`config.mk`:
```
export PLATFORM = sky130hd
export DESIGN_NAME = lkc_cell
export DESIGN_NICKNAME = d
export VERILOG_FILES = /design/src/rtl/core/lkc_pkg.sv /design/src/rtl/core/lkc_cell.sv
export SDC_FILE = /design/constraint.sdc
export NUM_CORES = 1
export LEC_CHECK = 0
export BUFFER_PORTS_ARGS = -buffer_cell sky130_fd_sc_hd__buf_4
export CAP_MARGIN = 10
export CORE_AREA = 2 2 107 109
export CTS_BUF_LIST = sky130_fd_sc_hd__clkbuf_2
export DETAILED_ROUTE_END_ITERATION = 8
export DIE_AREA = 0 0 109 111
export GPL_TIMING_DRIVEN = 0
export PLACE_DENSITY = 0.71
export SLEW_MARGIN = 20
export SYNTH_ARGS = -nofsm -noshare
export SYNTH_HDL_FRONTEND = slang
export SYNTH_SLANG_ARGS = --single-unit
```
`constraint.sdc`:
```
create_clock -name clk -period 2.2 [get_ports clk]
set_input_delay 0.22 -clock clk [delete_from_list [all_inputs] [get_ports clk]]
set_output_delay 0.22 -clock clk [all_outputs]
set_load 0.01 [all_outputs]
```
`src/rtl/core/lkc_pkg.sv`:
```
// ----------------------------------------------------------------------------
// lkc_pkg
// Shared types and constants for the LRU key cache: command codes, field
// widths, control struct for the cell row and the sequencer states.
// ----------------------------------------------------------------------------
package lkc_pkg;

    // default sizes, used as the defaults of the top level parameters
    localparam int CAPACITY_DEF   = 512;
    localparam int VALUE_BITS_DEF = 32;

    // fixed field widths of the stream beats
    localparam int CMD_W   = 2;
    localparam int KEY_W   = 64;
    localparam int VALUE_W = 32;
    localparam int TDATA_W = 104;

    // cells per first-level group of the match reduction tree
    localparam int GROUP_SIZE = 64;

    typedef enum logic [CMD_W-1:0] {
        CMD_LOOKUP = 2'd0,
        CMD_INSERT = 2'd1,
        CMD_CLEAR  = 2'd2
    } cmd_t;

    typedef enum logic [2:0] {
        ST_IDLE,
        ST_COMPARE,
        ST_REDUCE,
        ST_MERGE,
        ST_UPDATE
    } state_t;

    // control broadcast to every cell of the row
    typedef struct packed {
        logic compare;    // register key match
        logic shift_hit;  // shift cells at or above the hit position
        logic shift_all;  // shift the whole row, new entry at the head
        logic clear;      // invalidate every entry
    } lkc_ctrl_t;

endpackage

```
`src/rtl/core/lkc_cell.sv`:
```
// ----------------------------------------------------------------------------
// lkc_cell
// One slot of the recency row: holds a key, a handle and a valid bit,
// compares its key against the broadcast key and takes its neighbour's
// entry when the row shifts.
// ----------------------------------------------------------------------------
module lkc_cell
    import lkc_pkg::*;
#(
    parameter int IDX_W      = 9,
    parameter int STORE_BITS = 32,
    parameter int INDEX      = 0
)
(
    input  logic                  clk,
    input  logic                  rst_n,
    input  lkc_ctrl_t             ctrl,
    input  logic [IDX_W-1:0]      hit_pos,
    input  logic [KEY_W-1:0]      cmp_key,
    input  logic [KEY_W-1:0]      prev_key,
    input  logic [STORE_BITS-1:0] prev_value,
    input  logic                  prev_valid,
    output logic [KEY_W-1:0]      key,
    output logic [STORE_BITS-1:0] value,
    output logic                  valid,
    output logic                  match
);

    logic [KEY_W-1:0]      key_reg;
    logic [STORE_BITS-1:0] value_reg;
    logic                  valid_reg;
    logic                  match_reg;
    logic                  shift;

    // this slot moves down when the whole row shifts or lies at or above the hit
    assign shift = ctrl.shift_all || (ctrl.shift_hit && (IDX_W'(INDEX) <= hit_pos));

    // control state: valid and match flags
    always_ff @(posedge clk or negedge rst_n)
    begin
        if (!rst_n)
        begin
            valid_reg <= 1'b0;
            match_reg <= 1'b0;
        end
        else
        begin
            if (ctrl.clear)
            begin
                valid_reg <= 1'b0;
            end
            else if (shift)
            begin
                valid_reg <= prev_valid;
            end
            if (ctrl.compare)
            begin
                match_reg <= valid_reg && (key_reg == cmp_key);
            end
        end
    end

    // entry payload
    always_ff @(posedge clk)
    begin
        if (shift)
        begin
            key_reg   <= prev_key;
            value_reg <= prev_value;
        end
    end

    assign key   = key_reg;
    assign value = value_reg;
    assign valid = valid_reg;
    assign match = match_reg;

endmodule

```
Yosys cells after proc, flatten, opt, wreduce, memory -nomap -nowiden
Cells that the tools add are included.

word-level totals
  register bits = 98
  input port bits = 176
  output and inout bits = 98
  logic and storage cells = 12

operators by class
  $lt $le $gt $ge = 1
  equality and inequality tests = 1
  multiplexer cells = 2
  reductions and logical operators = 4

operators by type and width
  operator                                             number
  equality test 64 bit                                 1
  <= comparator 1 x 9 -> 1 bit (first input constant)  1
  logical AND 1 bit                                    2
  two-way mux 1 bit                                    2
  nonzero test 2 bit                                   1
  logical OR 1 bit                                     1

Logic depth before layout (Yosys ltp)
Gate-level depths: netlist (run 1).

  depth in word-level cells = 5
  mapped depth = 5

Worst setup path before layout (run 1)
OpenSTA, ideal clock, no wires.

  kind = input-to-reg
  from = in ctrl[1] (netlist bit)
  to = reg valid_reg, in the netlist valid
  library setup time = 0.128 ns
  arrival = 2.760 ns
  required time = 2.072 ns
  setup slack = -0.687 ns
  stages on the path = 3
  buffers on the path = 0
  path through = or2_1 -> mux2i_1 -> nor2_1

on the way
  cells in the longest elaborated chain, start to end = 2

RTL lines
  what                          line            source
  start: declaration            lkc_cell.sv:17  input lkc_ctrl_t ctrl,
  logical OR 1 bit              lkc_cell.sv:36  assign shift = ctrl.shift_all || (ctrl.shift_hit && (IDX_W'(INDEX) <= hit_pos));
  nonzero test 2 bit (no line)  --
  end signal: assignment        lkc_cell.sv:54  valid_reg <= prev_valid;
  end: declaration              lkc_cell.sv:31  logic valid_reg;

Every way passes these cells.
A chain may end at the register's enable or synchronous reset.

Final worst setup path (run 1)
  from = reg key_reg[34], in the netlist key[34]
  to = reg match_reg, in the netlist match

on the way
  cells in the longest elaborated chain, start to end = 2

RTL lines
  what                      line            source
  start: declaration        lkc_cell.sv:29  logic [KEY_W-1:0] key_reg;
  start signal: assignment  lkc_cell.sv:68  key_reg <= prev_key;
  equality test 64 bit      lkc_cell.sv:58  match_reg <= valid_reg && (key_reg == cmp_key);
  logical AND 1 bit         lkc_cell.sv:58
  end signal: assignment    lkc_cell.sv:58
  end: declaration          lkc_cell.sv:32  logic match_reg;

Every way passes these cells.

==> impl_metrics.yaml, run 1 <==
run_status:
  status: "finished, final reports clean"
global_routing:
  antenna_found_initial: 0
  grt_pass1_vias: 3624
  pin_count_of_the_biggest_net_entering_global_routing: 52
  grt_overflow_total: 0
  grt_pass1_wl_um: 18310
  globalRouteTotalUtil: 0.2042
floorplanning:
  fp-row-count: 39
  core_outline_area_mm2: 0.01108
  die_width_um: 109
  pin_count: 274
  fp.dieH_um: 111
  initial_core_util: 0.3369
  die_area_mm2: 0.01210
sta:
  finalHoldViolations: 0
  fmax_mhz: 500.4
  slew_headroom: 0.5094
  final_critical_path_setup_slack_ns: 0.2014
  max_slew.worst_pin.slew_ns: 0.7359
  period_minus_slack_ns: 1.999
  rsz0062_at_grt: "false"
  timing.final.max_slew_violations: 0
  fin_skew_ns: 0.03778
  fin_hold_ws_ns: 0.09369
  timing.final.crit_share: 0.9084
  setup_viol: 0
clock_tree:
  cts_tree: "done"
  htree_levels: 3
  clock_buffer_count_from_cts: 9
  clk-insertion-delay-late_ns: 0.54
  cts_root_buffer: "clkbuf_2"
  cts.clk_slew.worst_paths_ns: 0.27
  ctsLongestPathBuffers: 2
  post_cts.repair.setup_buffers: 0
  cts_resized: 0
  clock_sinks: 98
synth:
  synthesis.area_per_instance_um2: 18.12
  ys.warnings.count: 0
  post_synth_main_area_contributors: "edfxtp_1, xnor2_1, nand4_1"
  yosys.area.top_type_share: 0.7724
  synth_top_area_cell: "edfxtp_1"
  synth_most_common_cell: "edfxtp_1"
  post_synth_most_frequent_cells: "edfxtp_1, xnor2_1, inv_1"
  synth_seq_area_share: 0.7858
  async_reset_ff_frac: 0.02041
  synthesis.area_mm2: 0.003732
  synth_seq_cells: 98
  netlist-cell-type-count: 22
  synth-edff-count: 96
  synth_ff_type: "edfxtp_1"
  synth.net_count: 382
  synthesis.instances: 206
setup_path:
  crit_arrival_ns: 2.48
  setup.worst_path.end_class: "flop"
  critical_path.max_fanout: 3
  cp-start-kind: "flop"
  crit_path_start: "key[34]"
  critical_path_class: "reg2reg"
  r2r_path_start: "key[34]"
  required_time_of_the_critical_path_ns: 2.68
place:
  port_buffers: 264
  placedInstanceArea_mm2: 0.005923
  globalplace.congestion: 0.8275
  total_half_perimeter_wirelength_after_legalization_and_detailed_placement_um: 8377
  pre_cts_ws_ns: 0.3075
power:
  power.density_cell_area_mw_per_mm2: 569.8
  power_w: 0.004054
  ir_worst_vdd_uv: 347.0
  leakage_nw: 3.080
layout:
  area_delta_synth_final_pct: 90.65
  final_nets: 768
  largest_register_ff_count: 64
  antenna-diode-count: 0
  final_design_area_no_fill_mm2: 0.007116
  drive_gt1_frac: 0.4807
route:
  vias_per_cell: 4.507
  routed_wl_um: 12470
  ant_nets: 0
  routed_length_per_instance_um: 16.86
  remaining_drc_errors: 0
  vias: 3335
  dr.pass1.iters: 4
  drt_first_iter_violations: 168
worst_hold_path:
  min_from: "cmp_key[7]"
  hold_path.class: "in2reg"
flow_run:
  maxCapViolCount: 0
-- worst max-delay path: stages (launching register included) --
cell           delay [ns]
edfxtp_1             0.53
a222oi_1             0.36
dlygate4sd3_1        0.60
nand4_1              0.14
o41ai_2              0.31
-- final cells by class --
| class | instances | area, um^2 |
|---|---|---|
| clock inverter | 7 | 46.29 |
| inverter | 18 | 67.56 |
| multi-input combinational | 90 | 734.5 |
| sequential | 98 | 2933 |
| tap | 143 | 178.9 |
| clock buffer | 9 | 45.04 |
| timing repair buffer | 375 | 3110 |
| fill | 791 | 3961 |
-- cells in the final DEF, fill, tap and decap left out, types with 2 or more instances in the layout --
cell	count
clkinvlp_4	2
xnor2_1	40
o2bb2ai_1	3
clkbuf_2	9
inv_2	3
inv_1	15
nand2_1	3
dlygate4sd3_1	110
dfrtp_1	2
nand4_1	12
edfxtp_1	96
clkinv_4	2
clkinv_2	2
nor4_1	4
o22ai_1	6
buf_4	264
a221oi_1	5
xor2_1	7
-- final timing paths --
check,to,slack (ns),depth (start not counted)
worst max register to register,match,0.20,4
min in group asynchronous,match,0.50,3
worst min-delay path,match,0.09,5
worst max-delay path,match,0.20,4
max in group asynchronous,valid,1.55,3
worst min register to register,match,0.56,2
-- cells by family (layout without fill, tap and decap cells) --
kind of cell,count (synthesis),after routing,synth area share
flops,98,98,0.7858
xor+xnor,47,47,0.1103
compound gates,18,18,0.04224
simple gates,24,24,0.04090
buf+inv,18,409,0.01810
mux,1,1,0.002682
-- routing by layer --
| metal | track usage | wire length [um] |
|---|---|---|
| met5 | 0 | 0 |
| met4 | 0.09060 | 444 |
| met3 | 0.06232 | 1110 |
| met2 | 0.3619 | 6493 |
| met1 | 0.2195 | 4424 |
-- stage by stage --
step / TNS, ns / utilization / std cells
after global routing: 0 / 0.6424 / 740
after detailed placement: 0 / 0.5347 / 614
final: 0 / 0.6424 / 740
after CTS: 0 / 0.6424 / 740
after floorplan: 0 / - / 206
after global placement: -15.71 / 0.5320 / 613
-- report_power, final --
group          total (W)  switching [W]  leakage, nW  internal (W)
Clock           0.000743       0.000598       0.0553      0.000145
Sequential       0.00234       0.000104         1.01       0.00224
Combinational   0.000969       0.000360         2.02      0.000609
Total            0.00405        0.00106         3.08       0.00299
-- what timing repair did --
action                                 4_1_cts  5_1_grt
setup endpoints to repair                    0        0
endpoints found under the hold margin      100        0
hold buffers                               110        0
Power figures use the tool's default switching activity.
==> run 2: changes to the inputs <==
--- a/config.mk
+++ b/config.mk
@@ -12,6 +12,7 @@
 export DETAILED_ROUTE_END_ITERATION = 8
 export DIE_AREA = 0 0 109 111
 export GPL_TIMING_DRIVEN = 0
+export MAX_ROUTING_LAYER = met4
 export PLACE_DENSITY = 0.71
 export SLEW_MARGIN = 20
 export SYNTH_ARGS = -nofsm -noshare
==> constraint.sdc (replaced) <==
create_clock -name clk -period 2 [get_ports clk]
set_input_delay 0.2 -clock clk [delete_from_list [all_inputs] [get_ports clk]]
set_output_delay 0.2 -clock clk [all_outputs]
set_load 0.01 [all_outputs]
==> impl_metrics.yaml, run 2 (synthesis results as in run 1) <==
floorplanning:
  fp.dieH_um: 111
  pin_count: 274
  die_width_um: 109
  core_outline_area_mm2: 0.01108
  die_area_mm2: 0.01210
  initial_core_util: 0.3369
  fp-row-count: 39
route:
  dr.pass1.iters: 4
  remaining_drc_errors: 0
  vias_per_cell: 4.533
  ant_nets: 0
  vias: 3391
  routed_wl_um: 12670
  routed_length_per_instance_um: 16.93
  drt_first_iter_violations: 154
global_routing:
  grt_overflow_total: 0
  antenna_found_initial: 0
  grt_pass1_vias: 3640
  globalRouteTotalUtil: 0.2103
  grt_pass1_wl_um: 18310
  pin_count_of_the_biggest_net_entering_global_routing: 52
place:
  globalplace.congestion: 0.8401
  placedInstanceArea_mm2: 0.005923
  port_buffers: 264
  total_half_perimeter_wirelength_after_legalization_and_detailed_placement_um: 8377
setup_path:
  cp-start-kind: "flop"
  crit_arrival_ns: 2.43
  crit_path_start: "key[13]"
  required_time_of_the_critical_path_ns: 2.48
  r2r-end: "match"
  critical_path_class: "reg2reg"
  worst_r2r_path_depth: 5
  setup.worst_path.end_class: "flop"
  r2r_path_start: "key[13]"
  critical_path.max_fanout: 2
  setup.worst_path.end: "match"
  r2r_slack_ns: 0.05
layout:
  most_frequent_cells_in_the_layout: "buf_4, dlygate4sd3_1, edfxtp_1, xnor2_1, inv_1"
  final_nets: 776
  area_delta_synth_final_pct: 92.96
  layout.core_utilization: 0.6502
  final_design_area_no_fill_mm2: 0.007202
  largest_register_ff_count: 64
  antenna-diode-count: 0
  layout.cells.most_common: "buf_4"
  drive_gt1_frac: 0.4893
worst_hold_path:
  hold_path.class: "in2reg"
power:
  power.density_cell_area_mw_per_mm2: 623.0
  leakage_nw: 3.122
  ir_worst_vdd_uv: 386.7
sta:
  slew_headroom: 0.5060
  finalHoldViolations: 0
  max_slew.worst_pin.slew_ns: 0.7410
  timing.final.crit_share: 0.9740
  fin_skew_ns: 0.04112
  period_minus_slack_ns: 1.948
  fmax_mhz: 513.3
  timing.final.max_slew_violations: 0
  setup_viol: 0
flow_run:
  maxCapViolCount: 0
clock_tree:
  cts_root_buffer: "clkbuf_2"
  clk-insertion-delay-late_ns: 0.55
  htree_levels: 3
  clock_sinks: 98
  cts.clk_slew.worst_paths_ns: 0.28
  clock_buffer_count_from_cts: 9
  ctsLongestPathBuffers: 2
  cts_tree: "done"
run_status:
  status: "finished, final reports clean"
## run 2: changes by cell type in the layout (fill, tap and decap cells not counted), sizes merged
cell / before / now
buf: 265 / 270
dlygate4sd3: 110 / 113
## run 2: worst max-delay path: stages, from the launching register on
cell and delay [ns]:
edfxtp_1 0.44, inv_2 0.08, a222oi_1 0.35, dlygate4sd3_1 0.62, nand4_1 0.15, o41ai_2 0.24
## run 2: area by class of cell
| cell class | count | area, um^2 |
|---|---|---|
| Fill cell | 787 | 3875 |
| Timing Repair Buffer | 383 | 3178 |
| Multi-Input combinational cell | 90 | 753.2 |
| Sequential cell | 98 | 2933 |
| Tap cell | 143 | 178.9 |
| Inverter | 18 | 67.56 |
| Clock inverter | 7 | 46.29 |
| Clock buffer | 9 | 45.04 |
## run 2: worst min path at each step
| stage | end | cells after the start | from | slack [ns] |
|---|---|---|---|---|
| 2_1_floorplan | match | 0 | rst_n | -0.1 |
| 3_3_place_gp | match | 1 | rst_n | -0.01 |
| 3_5_place_dp | match | 1 | rst_n | -0.02 |
| 4_1_cts | match | 6 | cmp_key[29] | 0.02 |
| 5_1_grt | match | 5 | cmp_key[29] | 0.03 |
| 6_report | match | 5 | cmp_key[29] | 0.06 |
## run 2: metrics by stage
step | setup TNS (ns) | total power, W | cells | setup WS (ns) | hold WS (ns)
after global routing | -0.0005473 | 0.004691 | 748 | -0.0005473 | 0.02971
after CTS | 0 | 0.004494 | 742 | 0.05428 | 0.02001
after floorplan | 0 | 0.002888 | 206 | 0.1210 | -0.09559
after global placement | -33.17 | 0.003472 | 613 | -0.4103 | -0.01473
after detailed placement | 0 | 0.003498 | 614 | 0.1075 | -0.01605
final | 0 | 0.004487 | 748 | 0.05190 | 0.05929
## run 2: what timing repair did
item,4_1_cts,5_1_grt
endpoints found under the setup margin,0,1
buffers inserted,0,5
gates resized for setup,0,4
hold buffers,112,2
endpoints found under the hold margin,100,1
## run 2: power breakdown
part           leakage [nW]  total [W]  switching [W]  internal (W)
clock network        0.0553   0.000817       0.000658      0.000159
registers              1.01    0.00258       0.000113       0.00246
logic                  2.06    0.00109       0.000407      0.000687
total                  3.12    0.00449        0.00118       0.00331
## run 2: routing by layer
metal | global-route usage | share of wire | up-vias | routed length, um
li1 | - | - | 1572 | -
met1 | 0.2273 | 0.36 | 1556 | 4533
met2 | 0.3640 | 0.52 | 223 | 6588
met3 | 0.05350 | 0.085 | 40 | 1079
met4 | 0.08376 | 0.037 | 0 | 464
met5 | - | 0 | - | 0
